--- src/hdl/pscr_pkg.sv ---
// Shared types and constants for the clamped, ramped PID step block.
// No dependencies; every other file in hdl/ imports this package.
package pscr_pkg;

    localparam int DataW   = 32;
    localparam int GainW   = 31;
    localparam int DiffW   = 33;
    localparam int CfgIdxW = 3;
    localparam int TermW   = 48;

    typedef enum logic [CfgIdxW-1:0] {
        REG_KP       = 3'd0,
        REG_KI       = 3'd1,
        REG_KD       = 3'd2,
        REG_OUT_LOW  = 3'd3,
        REG_OUT_HIGH = 3'd4,
        REG_RAMP     = 3'd5
    } cfg_reg_t;

    typedef struct packed {
        logic [GainW-1:0]        kp;
        logic [GainW-1:0]        ki;
        logic [GainW-1:0]        kd;
        logic signed [DataW-1:0] out_low;
        logic signed [DataW-1:0] out_high;
        logic [GainW-1:0]        ramp_step;
    } cfg_t;

    // One classified step as it travels from the front end to the back end.
    typedef struct packed {
        logic signed [DiffW-1:0] error;
        logic signed [DiffW-1:0] meas_delta;
    } step_t;

endpackage

--- src/hdl/pscr_queue.sv ---
// Short first-in first-out queue of classified steps between front and back.
// Depends on pscr_pkg for the entry type.
module pscr_queue #(
    parameter int DEPTH = 4
) (
    input  logic            aclk,
    input  logic            aresetn,
    input  logic            push,
    input  pscr_pkg::step_t push_data,
    output logic            full,
    input  logic            pop,
    output logic            empty,
    output pscr_pkg::step_t pop_data
);
    import pscr_pkg::*;

    localparam int PtrW = $clog2(DEPTH);
    localparam int CntW = $clog2(DEPTH + 1);

    step_t           mem_reg [DEPTH];
    logic [PtrW-1:0] wr_ptr_reg, wr_ptr_next;
    logic [PtrW-1:0] rd_ptr_reg, rd_ptr_next;
    logic [CntW-1:0] count_reg, count_next;

    assign full     = (count_reg == CntW'(DEPTH));
    assign empty    = (count_reg == '0);
    assign pop_data = mem_reg[rd_ptr_reg];

    always_comb begin
        wr_ptr_next = wr_ptr_reg;
        rd_ptr_next = rd_ptr_reg;
        count_next  = count_reg;
        if (push) begin
            wr_ptr_next = (wr_ptr_reg == PtrW'(DEPTH - 1)) ? '0 : wr_ptr_reg + 1'b1;
        end
        if (pop) begin
            rd_ptr_next = (rd_ptr_reg == PtrW'(DEPTH - 1)) ? '0 : rd_ptr_reg + 1'b1;
        end
        if (push && !pop) begin
            count_next = count_reg + 1'b1;
        end else if (pop && !push) begin
            count_next = count_reg - 1'b1;
        end
    end

    always_ff @(posedge aclk) begin
        if (!aresetn) begin
            wr_ptr_reg <= '0;
            rd_ptr_reg <= '0;
            count_reg  <= '0;
        end else begin
            wr_ptr_reg <= wr_ptr_next;
            rd_ptr_reg <= rd_ptr_next;
            count_reg  <= count_next;
        end
    end

    always_ff @(posedge aclk) begin
        if (push) begin
            mem_reg[wr_ptr_reg] <= push_data;
        end
    end

`ifndef ASSERT_OFF
    a_count_bound: assert property (@(posedge aclk) disable iff (!aresetn)
        count_reg <= CntW'(DEPTH))
        else $error("queue count exceeds depth");
    a_no_overflow: assert property (@(posedge aclk) disable iff (!aresetn)
        full |-> !push)
        else $error("push into a full queue");
    a_no_underflow: assert property (@(posedge aclk) disable iff (!aresetn)
        empty |-> !pop)
        else $error("pop from an empty queue");
`endif

endmodule

--- config.mk ---
export PLATFORM = sky130hd
export DESIGN_NAME = pscr_queue
export DESIGN_NICKNAME = d
export VERILOG_FILES = /design/src/hdl/pscr_pkg.sv /design/src/hdl/pscr_queue.sv
export SDC_FILE = /design/constraint.sdc
export NUM_CORES = 1
export LEC_CHECK = 0
export ABC_CLOCK_PERIOD_IN_PS = 2660
export BUFFER_PORTS_ARGS = -buffer_cell sky130_fd_sc_hd__buf_4
export CAP_MARGIN = 20
export CORE_UTILIZATION = 51
export DETAILED_ROUTE_END_ITERATION = 7
export HOLD_SLACK_MARGIN = 0.12
export PLACE_DENSITY = 0.86
export REMOVE_ABC_BUFFERS = 1
export SYNTH_ARGS = -nofsm -noshare
export SYNTH_HDL_FRONTEND = slang
export SYNTH_SLANG_ARGS = --single-unit
--- constraint.sdc ---
create_clock -name aclk -period 2.66 [get_ports aclk]
set_input_delay 0.399 -clock aclk [delete_from_list [all_inputs] [get_ports aclk]]
set_output_delay 0.399 -clock aclk [all_outputs]
set_load 0.005 [all_outputs]
==> results.toml, run 1 <==
[status]
status = "completed"

[die]
rows = 50
die_w_um = 142
io_pins = 138
start_util_pct = 52.6
core_um2 = 19000
die_h_um = 142
die_area_um2 = 20100

[placement]
place_inst = 777
place_ws_ns = 0.649
place_hpwl_mm = 10.3
post_dp_cell_area_um2 = 11400
gp_congestion = 0.747
io_buffers = 137

[power]
p_int_mw = 8.01
total_power_mw = 9.97
p_comb_share_pct = 9.3
worst_ir_drop_vdd_mv = 0.604
sw_frac_of_total_pct = 19.7
cellLeakagePower_nw = 4.46
clkPwrFrac_pct = 40.6
power_frac_seq_pct = 50.0
p_sw_mw = 1.97
powerDensity_nw_per_um2 = 767

[worst_setup_path]
crit_arrival_ns = 2.10
cp-start-kind = "flip-flop"
crit_type = "flip-flop to output pin"
required_ns = 2.26
end_kind = "output pin"
critPathMaxFanout = 66

[drt]
num_vias = 4790
wl_per_cell_um = 20.7
drt_pass1_iterations = 4
drtAntennaViolNets = 0
drt_iter0_markers = 273
drc = 0
vias_per_cell = 5.37
wl_mm = 18.5

[final_layout]
syn_to_final_growth_pct = 30.4
fillers = 1148
fin_util_pct = 68.6
layoutNonFillerInstCount = 892
post-route-cell-area_um2 = 13000
fin_nets = 689
final_common_cell = "edfxtp_1"
drive_above_1_share_pct = 41.5
largest_reg_flops = 264
num_antenna_cells = 0
final_cell_mix = "264 x edfxtp_1, 137 x buf_4, 66 x mux4_2, 66 x dlygate4sd3_1, 27 x clkbuf_16"

[synth]
ys_ff_latch = 273
synth_area_leader_cell = "edfxtp_1"
yosysWarnings = 0
synthCells = 388
yosysUniqueCellTypes = 22
yosysTopAreaCellShare_pct = 79.5
yosysSeqAreaShare_pct = 81.3
netlist_area_um2 = 9980
syn_avg_cell_area_um2 = 25.7
synth.area.top_cells = "edfxtp_1 79%, mux4_2 15%, dfxtp_1 1.8%, ha_1 0.75%, buf_6 0.56%"

[timing]
fmax_mhz = 400
min_period_over_period_pct = 94.0
final_hold_viol_count = 0
worst_slack_ns = 0.159
slew_viol_final = 0
fin_worst_skew_ns = 0.00858
rsz0062_at_grt = "false"
setup_viol = 0
tightest_slew_ns = 0.559
relSlewSlack_pct = 62.7
final.min_clock_period_ns = 2.50

[clock_tree]
cts_tree = "built"
path_clk_slew_ns = 0.06
cts_buffers = 27
insertion_delay_ns = 0.51
cts_sinks = 273
clk_path_buf_depth = 3
cts-root-buf = "clkbuf_16"
h-tree-depth = 1

[global_routing]
grt_pass1_vias = 5299
grt_util_met3_pct = 3.85
grt.busiest_layer = "met2"
grt_max_degree = 67
grt_first_pass_wirelength_mm = 28.5
grt_usage_pct = 18.9
use_met2_pct = 33.8
grtUsageMet1_pct = 23.2
grt-ovfl-total = 0
antenna_found_initial = 0

[run]
drv_cap = 0

[worst_hold_path]
min_path_type = "input port to flip-flop"
-- cell families after synthesis --
family,Yosys count,synth area share [%]
compound gates,3,0.201
xor+xnor,2,0.176
fa+ha+maj,7,0.953
buf+inv,18,1.19
flops,273,81.3
mux,70,15.3
simple gates,15,0.903
-- metal layers --
layer  share of wire [%]  up-vias
li1                    -     2108
met1                  39     2474
met2                  54      177
met3                 5.5       31
met4                 1.7        0
met5                   0        -
-- per-stage QoR --
stage          TNS [ns]  hold slack [ns]
5_1_grt               0            0.161
6_report              0            0.164
3_3_place_gp          0            0.485
3_5_place_dp          0            0.515
4_1_cts               0            0.145
2_1_floorplan    -79.57            0.472
-- power by group through the flow --
stage          clock [mW]  sequential (mW)  combinational (mW)
5_1_grt              4.29             5.00                1.00
3_5_place_dp            0             5.08               0.853
3_3_place_gp            0             5.06               0.831
2_1_floorplan           0             5.11               0.365
4_1_cts              4.12             4.99               0.940
6_report             4.05             4.99               0.930
-- final timing paths --
| kind | from | endpoint | slack [ns] | cells after the start |
|---|---|---|---|---|
| worst max-delay path | flip-flop | pop_data[56] | 0.16 | 3 |
| worst min register to register | count_reg[2] | count_reg[2] | 0.57 | 2 |
| worst min-delay path | aresetn | count_reg[0] | 0.16 | 2 |
| worst max register to register | wr_ptr_reg[0] | mem_reg[2][9] | 0.85 | 4 |
-- critical path, cell delays in order (launching register included) --
cell and delay, ns:
dfxtp_4 0.35, buf_12 0.42, mux4_2 0.59, buf_4 0.15
-- synthesized netlist by cell type (all sizes together) --
library cell  count
o21a              1
edfxtp          264
dfxtp             9
xor2              1
o21ai             1
and2              5
clkbuf            2
xnor2             1
nor2b             5
mux2i             4
ha                6
nor2              1
a21boi            1
nor3              2
nor3b             1
mux4             66
or3               1
inv               4
buf              12
fa                1
-- timing repair --
item	CTS	global route
hold buffers	66	0
resized for setup	0	0
endpoints found under the setup margin	0	0
hold endpoints to repair	264	0
buffers inserted	0	0
-- final cells by class --
cell class	count	area (um^2)	area share [%]
tap	260	325	2.50
clock buffer	32	734	5.65
multi-input combinational	97	1760	13.5
inverter	4	15.0	0.115
timing repair buffer	209	1810	13.9
clock inverter	17	246	1.90
sequential	273	8120	62.4
No activity file was read; power rests on OpenSTA's default activity.
==> inputs of run 2 (changes only) <==
ABC_CLOCK_PERIOD_IN_PS = 2200   (was 2660)
CORE_MARGIN = 2   (was default)
SLEW_MARGIN = 20   (was default)
clock period = 2.2 ns   (was 2.66 ns; I/O delays follow)
==> results.toml, run 2 (synthesis results as in run 1) <==
[timing]
fmax_mhz = 448
fin_worst_skew_ns = 0.00727
tightest_slew_ns = 0.430
hold_ws_ns = 0.190
final.min_clock_period_ns = 2.23
min_period_over_period_pct = 102
setup_viol = 36
relSlewSlack_pct = 71.4
final_hold_viol_count = 0
worst_slack_ns = -0.0341
slew_viol_final = 0
final.setup.tns_ns = -0.423
rsz0062_at_grt = "true"

[clock_tree]
cts_tree = "built"
cts_buffers = 28
cts_sinks = 273
path_clk_slew_ns = 0.06
cts-root-buf = "clkbuf_16"
clk_path_buf_depth = 3
h-tree-depth = 1
insertion_delay_ns = 0.52

[run]
drv_cap = 0

[final_layout]
fin_util_pct = 69.6
drive_above_1_share_pct = 43.6
largest_reg_flops = 264
syn_to_final_growth_pct = 34.9
final_cell_mix = "264 x edfxtp_1, 114 x buf_4, 67 x dlygate4sd3_1"
fin_nets = 716
post-route-cell-area_um2 = 13500
final_common_cell = "edfxtp_1"
fillers = 1123

[worst_setup_path]
critPathMaxFanout = 8
cp-start-kind = "flip-flop"
end_kind = "output pin"
required_ns = 1.87
crit_type = "flip-flop to output pin"
crit_arrival_ns = 1.90

[die]
rows = 51
die_h_um = 144
die_w_um = 144
die_area_um2 = 20700
io_pins = 138
start_util_pct = 51.6
core_um2 = 19300

[status]
violations = "negative setup slack"
status = "finished with violations"

[global_routing]
grt_first_pass_wirelength_mm = 28.9
grt-ovfl-total = 0
grt_max_degree = 44
antenna_found_initial = 2
grt_usage_pct = 18.5
grt_pass1_vias = 5385

[power]
cellLeakagePower_nw = 4.69
worst_ir_drop_vdd_mv = 0.641
powerDensity_nw_per_um2 = 898

[drt]
wl_per_cell_um = 21.5
wl_mm = 19.9
drtAntennaViolNets = 0
drt_iter0_markers = 324
drc = 0
num_vias = 4917
drt_pass1_iterations = 4
vias_per_cell = 5.30

[worst_hold_path]
min_path_type = "input port to flip-flop"

[placement]
place_hpwl_mm = 11.0
io_buffers = 137
gp_congestion = 0.747
post_dp_cell_area_um2 = 11500
run 2: stage by stage:
| step | cells | total power, mW | setup WS (ns) |
|---|---|---|---|
| 2_1_floorplan | 374 | 6.62 | -1.60 |
| 3_3_place_gp | 793 | 7.16 | 0.413 |
| 3_5_place_dp | 793 | 7.21 | 0.242 |
| 4_1_cts | 916 | 12.1 | -0.0360 |
| 5_1_grt | 927 | 12.5 | -0.0779 |
| 6_report | 927 | 12.1 | -0.0341 |
run 2: layout make-up:
cell class	instances	area, um^2	share of cell area, %
diodes	2	5.00	0.0372
clock buffers	29	726	5.39
clock inverters	22	216	1.61
inverters	4	15.0	0.112
multi-input cells	97	1760	13.1
flip-flops and latches	273	8120	60.3
well taps	265	332	2.46
repair buffers	235	2290	17.0
run 2: worst paths after layout:
kind / startpoint / end / slack, ns / cells after the start
worst max register to register: count_reg[0] / count_reg[2] / 0.59 / 4
worst min register to register: rd_ptr_reg[1] / flip-flop / 0.56 / 2
worst min-delay path: pop / flip-flop / 0.19 / 3
worst max-delay path: flip-flop / pop_data[12] / -0.03 / 4
run 2: worst max-delay path: stages, from the launching register on:
cell and delay, ns:
dfxtp_4 0.38, buf_12 0.16, clkbuf_16 0.18, mux4_2 0.52, buf_6 0.14
run 2: repair_timing:
action	4_1_cts	5_1_grt
hold endpoints to repair	272	0
endpoints found under the setup margin	59	63
resized for setup	19	30
buffers inserted	5	6
cloned	0	3
hold buffers	67	0
run 2: layer usage:
layer	routed length, um	global-route usage (%)
met2	10800	33.4
met5	0	0
met3	930	3.43
met1	7780	23.0
met4	454	5.52
run 2: power by group:
| group | switching (mW) | total [mW] | internal [mW] | leakage, nW |
|---|---|---|---|---|
| Clock | 1.88 | 4.74 | 2.86 | 0.474 |
| Sequential | 0.0769 | 6.03 | 5.95 | 2.50 |
| Combinational | 0.535 | 1.31 | 0.775 | 1.71 |
| Total | 2.49 | 12.1 | 9.59 | 4.69 |
