==> config.mk <==
export PLATFORM = sky130hd
export DESIGN_NAME = pscr_front
export DESIGN_NICKNAME = d
export VERILOG_FILES = /design/src/hdl/pscr_pkg.sv /design/src/hdl/pscr_front.sv
export SDC_FILE = /design/constraint.sdc
export NUM_CORES = 1
export LEC_CHECK = 0
export ABC_AREA = 1
export BUFFER_PORTS_ARGS = -buffer_cell sky130_fd_sc_hd__buf_2
export CORE_ASPECT_RATIO = 0.8
export CORE_MARGIN = 3
export CORE_UTILIZATION = 60
export DETAILED_ROUTE_END_ITERATION = 8
export PLACE_DENSITY = 0.87
export SETUP_SLACK_MARGIN = 0.3
export SLEW_MARGIN = 30
export SYNTH_ARGS = -nofsm -noshare
export SYNTH_HDL_FRONTEND = slang
export SYNTH_SLANG_ARGS = --single-unit
==> constraint.sdc <==
create_clock -name aclk -period 3.95 [get_ports aclk]
set_input_delay 0.79 -clock aclk [delete_from_list [all_inputs] [get_ports aclk]]
set_output_delay 0.79 -clock aclk [all_outputs]
set_load 0.01 [all_outputs]
==> src/hdl/pscr_pkg.sv <==
// Shared types and constants for the clamped, ramped PID step block.
// No dependencies; every other file in hdl/ imports this package.
package pscr_pkg;

    localparam int DataW   = 32;
    localparam int GainW   = 31;
    localparam int DiffW   = 33;
    localparam int CfgIdxW = 3;
    localparam int TermW   = 48;

    typedef enum logic [CfgIdxW-1:0] {
        REG_KP       = 3'd0,
        REG_KI       = 3'd1,
        REG_KD       = 3'd2,
        REG_OUT_LOW  = 3'd3,
        REG_OUT_HIGH = 3'd4,
        REG_RAMP     = 3'd5
    } cfg_reg_t;

    typedef struct packed {
        logic [GainW-1:0]        kp;
        logic [GainW-1:0]        ki;
        logic [GainW-1:0]        kd;
        logic signed [DataW-1:0] out_low;
        logic signed [DataW-1:0] out_high;
        logic [GainW-1:0]        ramp_step;
    } cfg_t;

    // One classified step as it travels from the front end to the back end.
    typedef struct packed {
        logic signed [DiffW-1:0] error;
        logic signed [DiffW-1:0] meas_delta;
    } step_t;

endpackage

==> src/hdl/pscr_front.sv <==
// Front end: accepts input beats, forms the error and the measurement change.
// Depends on pscr_pkg; feeds pscr_queue.
module pscr_front (
    input  logic                aclk,
    input  logic                aresetn,
    input  logic                s_tvalid,
    output logic                s_tready,
    input  logic [63:0]         s_tdata,
    input  logic                q_full,
    output logic                q_push,
    output pscr_pkg::step_t     q_data
);
    import pscr_pkg::*;

    logic signed [DataW-1:0] prev_meas_reg;
    logic signed [DataW-1:0] prev_meas_next;
    logic signed [DataW-1:0] meas;
    logic signed [DataW-1:0] target;
    logic                    accept;

    assign meas     = s_tdata[31:0];
    assign target   = s_tdata[63:32];
    assign s_tready = !q_full;
    assign accept   = s_tvalid && s_tready;
    assign q_push   = accept;

    // Both differences are exact in 33 bits.
    assign q_data.error      = {target[DataW-1], target} - {meas[DataW-1], meas};
    assign q_data.meas_delta = {meas[DataW-1], meas} - {prev_meas_reg[DataW-1], prev_meas_reg};

    assign prev_meas_next = accept ? meas : prev_meas_reg;

    always_ff @(posedge aclk) begin
        if (!aresetn) begin
            prev_meas_reg <= '0;
        end else begin
            prev_meas_reg <= prev_meas_next;
        end
    end

endmodule

==> flow_metrics.py, run 1 <==
metrics = {
    "global_route": {
        "track_usage_pct": 30.1,
        "antenna_found_initial": 2,
        "grt_pass1_wl_um": 29100,
        "grt_overflow": 0,
        "grt_max_degree": 64,
        "grt_pass1_vias": 6513,
    },
    "cells_and_area": {
        "antennaDiodeCount": 0,
        "areaGrowthSynthToFinish_pct": 15.6,
        "final_core_util_pct": 72.8,
        "finalNonFillerCells": 1490,
        "largest_register_ffs": 32,
        "nNetsFinal": 1487,
        "final_cell_area_sq_um": 7170,
        "drive_above_1_share_pct": 12.9,
    },
    "min_path": {
        "min_to": "prev_meas_reg[18]",
        "hp-start": "prev_meas_reg[18]",
        "whs_path_depth": 2,
        "min_path_type": "reg -> reg",
    },
    "clock_network": {
        "cts_tree": "done",
        "cts_setup_buffers": 0,
        "worstSkewPairLatency_ns": 0.28,
        "cts_resized": 0,
        "clk_pin_slew_ns": 0.05,
        "cts_buffer_depth": 2,
        "clockRootBuffer": "clkbuf_16",
        "cts-htree-levels": 2,
        "cts_buffers": 5,
        "cts_hold_buf": 0,
        "clock_sinks": 32,
    },
    "setup_path": {
        "path_buf_inv": 4,
        "critical_path_required_ns": 3.16,
        "cp-end-kind": "output pin",
        "path_common_cell": "nand2_1",
        "cp_max_fo": 3,
        "reg2reg_depth": 2,
        "path_cells": "buf_2, inv_1, ha_1, fa_1, inv_1, nand2_1, nand2_1, nand3_1, nand2_2, nand2_2, nand2_2, nand2_1, nand2_1, nand2_1, nand2_1, buf_2",
        "critical_path_arrival_ns": 2.57,
        "crit_family": "simple AND/OR/NAND/NOR gates",
        "worstReg2RegEnd": "prev_meas_reg[0]",
        "r2r_slack_ns": 3.26,
        "r2r_start": "prev_meas_reg[0]",
        "critPathMaxStageDelay_ns": 0.41,
        "path_class": "in -> out",
        "cp-start-kind": "input port",
        "slowest_stage": "fa_1",
    },
    "pwr": {
        "peakVddDrop_v": 0.000243,
        "power.density_nw_per_um2": 265,
        "finalPower_mw": 1.90,
        "leakagePower_nw": 4.89,
    },
    "timing": {
        "drv_slew": 0,
        "setup_ws_ns": 0.588,
        "tightest_slew_ns": 0.540,
        "max_freq_mhz": 297,
        "fin_crit_ns": 3.36,
        "worst_hold_slack_ns": 0.457,
        "maxSlewHeadroom_pct": 64.0,
        "grt_setup_unrepaired": "no",
        "finalHoldViolCount": 0,
        "tns_ns": 0,
        "final.setup_skew_ns": 0,
        "period_share_pct": 85.1,
        "final-setup-viol-count": 0,
    },
    "detailed_routing": {
        "post_drt_wl_per_cell_um": 11.8,
        "num_vias": 7269,
        "route.detailed.drc": 0,
        "routed_via_density": 4.88,
        "first_iter_violations": 556,
        "wl_um": 17500,
        "ant_nets": 0,
        "drt_first_pass_iters": 5,
    },
    "place": {
        "io_buffers": 135,
        "dpl.hpwl_um": 14800,
        "place_ws_ns": 0.598,
        "place_area_sq_um": 7000,
        "placedCellCount": 1482,
        "gp_congestion": 0.942,
    },
    "synthesis": {
        "synth_area_per_cell_sq_um": 5.08,
        "synth_area_leaders": "nand2_1 (29%), inv_1 (19%), ha_1 (13%)",
        "synth_nets": 1355,
        "yosysWarnings": 0,
        "synth_top_area_share_pct": 29.2,
        "netlist_area_sq_um": 6200,
        "synth_seq_area_share_pct": 10.3,
        "syn_inst": 1221,
        "synth_edf_count": 0,
        "synthArstFlopShare_pct": 0,
        "ys.flop_type": "dfxtp_1",
        "synth.distinct_cells": 24,
        "ys_seq_elements": 32,
        "synth_area_leader_cell": "nand2_1",
    },
    "floorplan": {
        "dieArea_sq_um": 11600,
        "row_count": 32,
        "start_util_pct": 62.9,
        "pin_count": 136,
        "fp.dieW_um": 120,
        "fp.dieH_um": 96.9,
        "placeableCoreArea_sq_um": 9850,
    },
    "status": {
        "status": "completed",
    },
    "job": {
        "drv_cap": 0,
    },
}
-- metal layers --
metal  part of all wire (%)  vias up  GRT usage (%)  wire, um
met2                     45      261           49.7      7820
met1                     45     3101           39.9      7860
li1                       -     3869              -         -
met5                   0.10        -              0        18
met4                    1.6        4           7.31       289
met3                    8.8       34           6.60      1540
-- cells in the mapped netlist, types with 3 or more instances --
master,instances
a21oi_1,72
and2_1,4
clkbuf_1,9
dfxtp_1,32
ha_1,64
inv_1,316
nand2_1,482
nand2_2,24
nand2_4,3
nand3_1,44
nand4_1,8
nor2_1,82
nor3_1,4
o21ai_0,32
xnor2_1,4
xor2_1,26
-- layout by cell type, fill, tap and decap left out --
cell type  instances
nand2_1          482
inv_1            316
buf_2            135
nor2_1            82
a21oi_1           72
ha_1              64
nand3_1           44
o21ai_0           32
dfxtp_1           32
xor2_1            26
nand2_2           24
nand4_1            8
clkbuf_16          5
xnor2_1            4
and2_1             4
nor3_1             4
nand2_4            3
or2_1              2
a21o_1             2
a21oi_2            2
o21bai_1           2
nand3_2            2
fa_1               2
inv_2              1
clkinv_2           1
clkbuf_1           1
bufinv_16          1
buf_4              1
-- worst max path at each step --
stage / startpoint / endpoint / cells after the start
after global routing: s_tdata[0] / q_data[28] / 16
after floorplan: s_tdata[0] / q_data[16] / 11
final: s_tdata[0] / q_data[28] / 16
after CTS: s_tdata[0] / q_data[28] / 16
after detailed placement: s_tdata[0] / q_data[28] / 16
after global placement: s_tdata[0] / q_data[28] / 16
-- power breakdown --
| part | switching (mW) | leakage, nW | internal (mW) |
|---|---|---|---|
| Clock | 0.134 | 0.0808 | 0.296 |
| Combinational | 0.708 | 4.54 | 0.414 |
| Sequential | 0.00625 | 0.264 | 0.345 |
-- layout make-up --
type	instances	area, sq um
Multi-Input combinational cell	861	4320
Clock inverter	2	35.0
Timing Repair Buffer	136	683
Tap cell	136	170
Inverter	317	1190
Clock buffer	6	129
Fill cell	970	2680
Sequential cell	32	641
-- logic make-up (layout without fill, tap and decap cells) --
kind of cell / Yosys count / in the layout / share of synthesized area (%)
DFF: 32 / 32 / 10.3
buffers and inverters: 328 / 461 / 20.0
adders and majority gates: 66 / 66 / 13.6
AOI/OAI and AO/OA: 110 / 110 / 9.16
xor gates and xnor gates: 30 / 30 / 4.24
and+or+nand+nor: 655 / 655 / 42.7
-- worst register-to-register path, stage by stage (launching register included) --
cell	delay, ns
dfxtp_1	0.31
o21ai_0	0.20
a21oi_1	0.07
Note: power is estimated with default switching activity, not from simulation.
==> inputs of run 2 (changes only) <==
CORE_UTILIZATION = 55   (was 60)
PLACE_DENSITY = 0.81   (was 0.87)
==> flow_metrics.py, run 2 (synthesis results as in run 1) <==
metrics = {
    "timing": {
        "fin_crit_ns": 3.36,
        "finalHoldViolCount": 0,
        "tns_ns": 0,
        "final.setup_skew_ns": 0,
        "tightest_slew_ns": 0.527,
        "grt_setup_unrepaired": "no",
        "final-setup-viol-count": 0,
        "drv_slew": 0,
        "maxSlewHeadroom_pct": 64.9,
        "setup_ws_ns": 0.587,
        "max_freq_mhz": 297,
        "period_share_pct": 85.1,
    },
    "setup_path": {
        "cp-start-kind": "input port",
        "startpoint": "s_tdata[0]",
        "r2r_start": "prev_meas_reg[0]",
        "cp-end-kind": "output pin",
        "worstReg2RegEnd": "prev_meas_reg[0]",
        "critical_path_required_ns": 3.16,
        "r2r_slack_ns": 3.31,
        "cp_max_fo": 3,
        "path_cells": "buf_2, inv_1, ha_1, fa_1, inv_1, nand2_1, nand2_1, nand3_1, nand2_2, nand2_2, nand2_2, nand2_1, nand2_1, nand2_1, nand2_1, buf_2",
        "path_common_cell": "nand2_1",
        "reg2reg_depth": 2,
        "slowest_stage": "fa_1",
        "critical_path_arrival_ns": 2.57,
        "setup.worst_path.end": "q_data[28]",
        "path_class": "in -> out",
        "critPathMaxStageDelay_ns": 0.42,
    },
    "detailed_routing": {
        "first_iter_violations": 564,
        "num_vias": 7144,
        "post_drt_wl_per_cell_um": 11.6,
        "drt_first_pass_iters": 6,
        "routed_via_density": 4.77,
        "route.detailed.drc": 0,
        "wl_um": 17300,
        "ant_nets": 0,
    },
    "global_route": {
        "antenna_found_initial": 2,
        "grt_overflow": 0,
        "track_usage_pct": 26.8,
        "grt_pass1_vias": 6237,
        "grt_max_degree": 64,
        "grt_pass1_wl_um": 28100,
    },
    "place": {
        "dpl.hpwl_um": 14800,
        "place_ws_ns": 0.589,
        "io_buffers": 135,
        "gp_congestion": 0.957,
        "place_area_sq_um": 7010,
    },
    "clock_network": {
        "worstSkewPairLatency_ns": 0.28,
        "clk_pin_slew_ns": 0.06,
        "cts_buffers": 5,
        "clockRootBuffer": "clkbuf_16",
        "cts_resized": 0,
        "cts_setup_buffers": 0,
        "cts-htree-levels": 2,
        "cts_tree": "done",
        "cts_hold_buf": 0,
        "clock_sinks": 32,
        "cts_buffer_depth": 2,
    },
    "floorplan": {
        "placeableCoreArea_sq_um": 10900,
        "start_util_pct": 56.7,
        "fp.dieH_um": 101,
        "pin_count": 136,
        "row_count": 34,
        "fp.dieW_um": 125,
        "dieArea_sq_um": 12600,
    },
    "cells_and_area": {
        "layout.cells.most_common": "nand2_1",
        "areaGrowthSynthToFinish_pct": 15.8,
        "nNetsFinal": 1487,
        "drive_above_1_share_pct": 12.9,
        "largest_register_ffs": 32,
        "final_core_util_pct": 65.7,
        "fillers": 1098,
        "mostFrequentLayoutCells": "nand2_1 (482), inv_1 (316), buf_2 (135), nor2_1 (82), a21oi_1 (72)",
        "final_cell_area_sq_um": 7180,
    },
    "job": {
        "drv_cap": 0,
    },
    "pwr": {
        "power.density_nw_per_um2": 266,
        "leakagePower_nw": 4.89,
        "peakVddDrop_v": 0.000216,
        "finalPower_mw": 1.91,
    },
    "min_path": {
        "min_path_type": "reg -> reg",
    },
    "status": {
        "status": "completed",
    },
}
## run 2: cell count changes in the layout (fill, tap and decap cells not counted)
| cell | before | now |
|---|---|---|
| diode_2 | 0 | 1 |
## run 2: per-layer routing
metal	vias to the layer above	global-route usage (%)	part of all wire, %
met4	2	5.22	1.6
met5	-	0	0.075
met1	3011	35.9	46
li1	3877	-	-
met3	24	6.46	8.2
met2	230	44.3	44
## run 2: power breakdown
part           switching, mW  internal (mW)
sequential           0.00538          0.345
combinational          0.706          0.413
clock                  0.143          0.296
total                  0.854           1.05
## run 2: critical path, delay by kind of cell
kind / cells / cell delay [ns]
AND/OR/NAND/NOR: 10 / 0.73
adder cells (fa/ha/maj): 2 / 0.64
buffers and inverters: 4 / 0.41
## run 2: worst min path at each step
stage | from | to | slack (ns) | cells after the start
floorplan | prev_meas_reg[15] | prev_meas_reg[15] | 0.43 | 2
global placement | prev_meas_reg[8] | prev_meas_reg[8] | 0.44 | 2
detailed placement | prev_meas_reg[27] | prev_meas_reg[27] | 0.45 | 2
CTS | prev_meas_reg[27] | prev_meas_reg[27] | 0.46 | 2
global route | prev_meas_reg[17] | prev_meas_reg[17] | 0.49 | 2
finish | prev_meas_reg[7] | prev_meas_reg[7] | 0.46 | 2
## run 2: area by class of cell
cell class,count,area (sq um),area share (%)
multi-input combinational,861,4320,60.2
inverter,317,1190,16.6
timing repair buffer,136,683,9.51
sequential,32,641,8.92
tap,144,180,2.51
clock buffer,6,129,1.79
clock inverter,2,35.0,0.488
antenna,1,2.50,0.0348
## run 2: stage by stage
| step | hold WS [ns] | instances |
|---|---|---|
| floorplan | 0.433 | 1221 |
| global placement | 0.445 | 1490 |
| detailed placement | 0.450 | 1490 |
| CTS | 0.459 | 1498 |
| global route | 0.488 | 1498 |
| finish | 0.459 | 1499 |
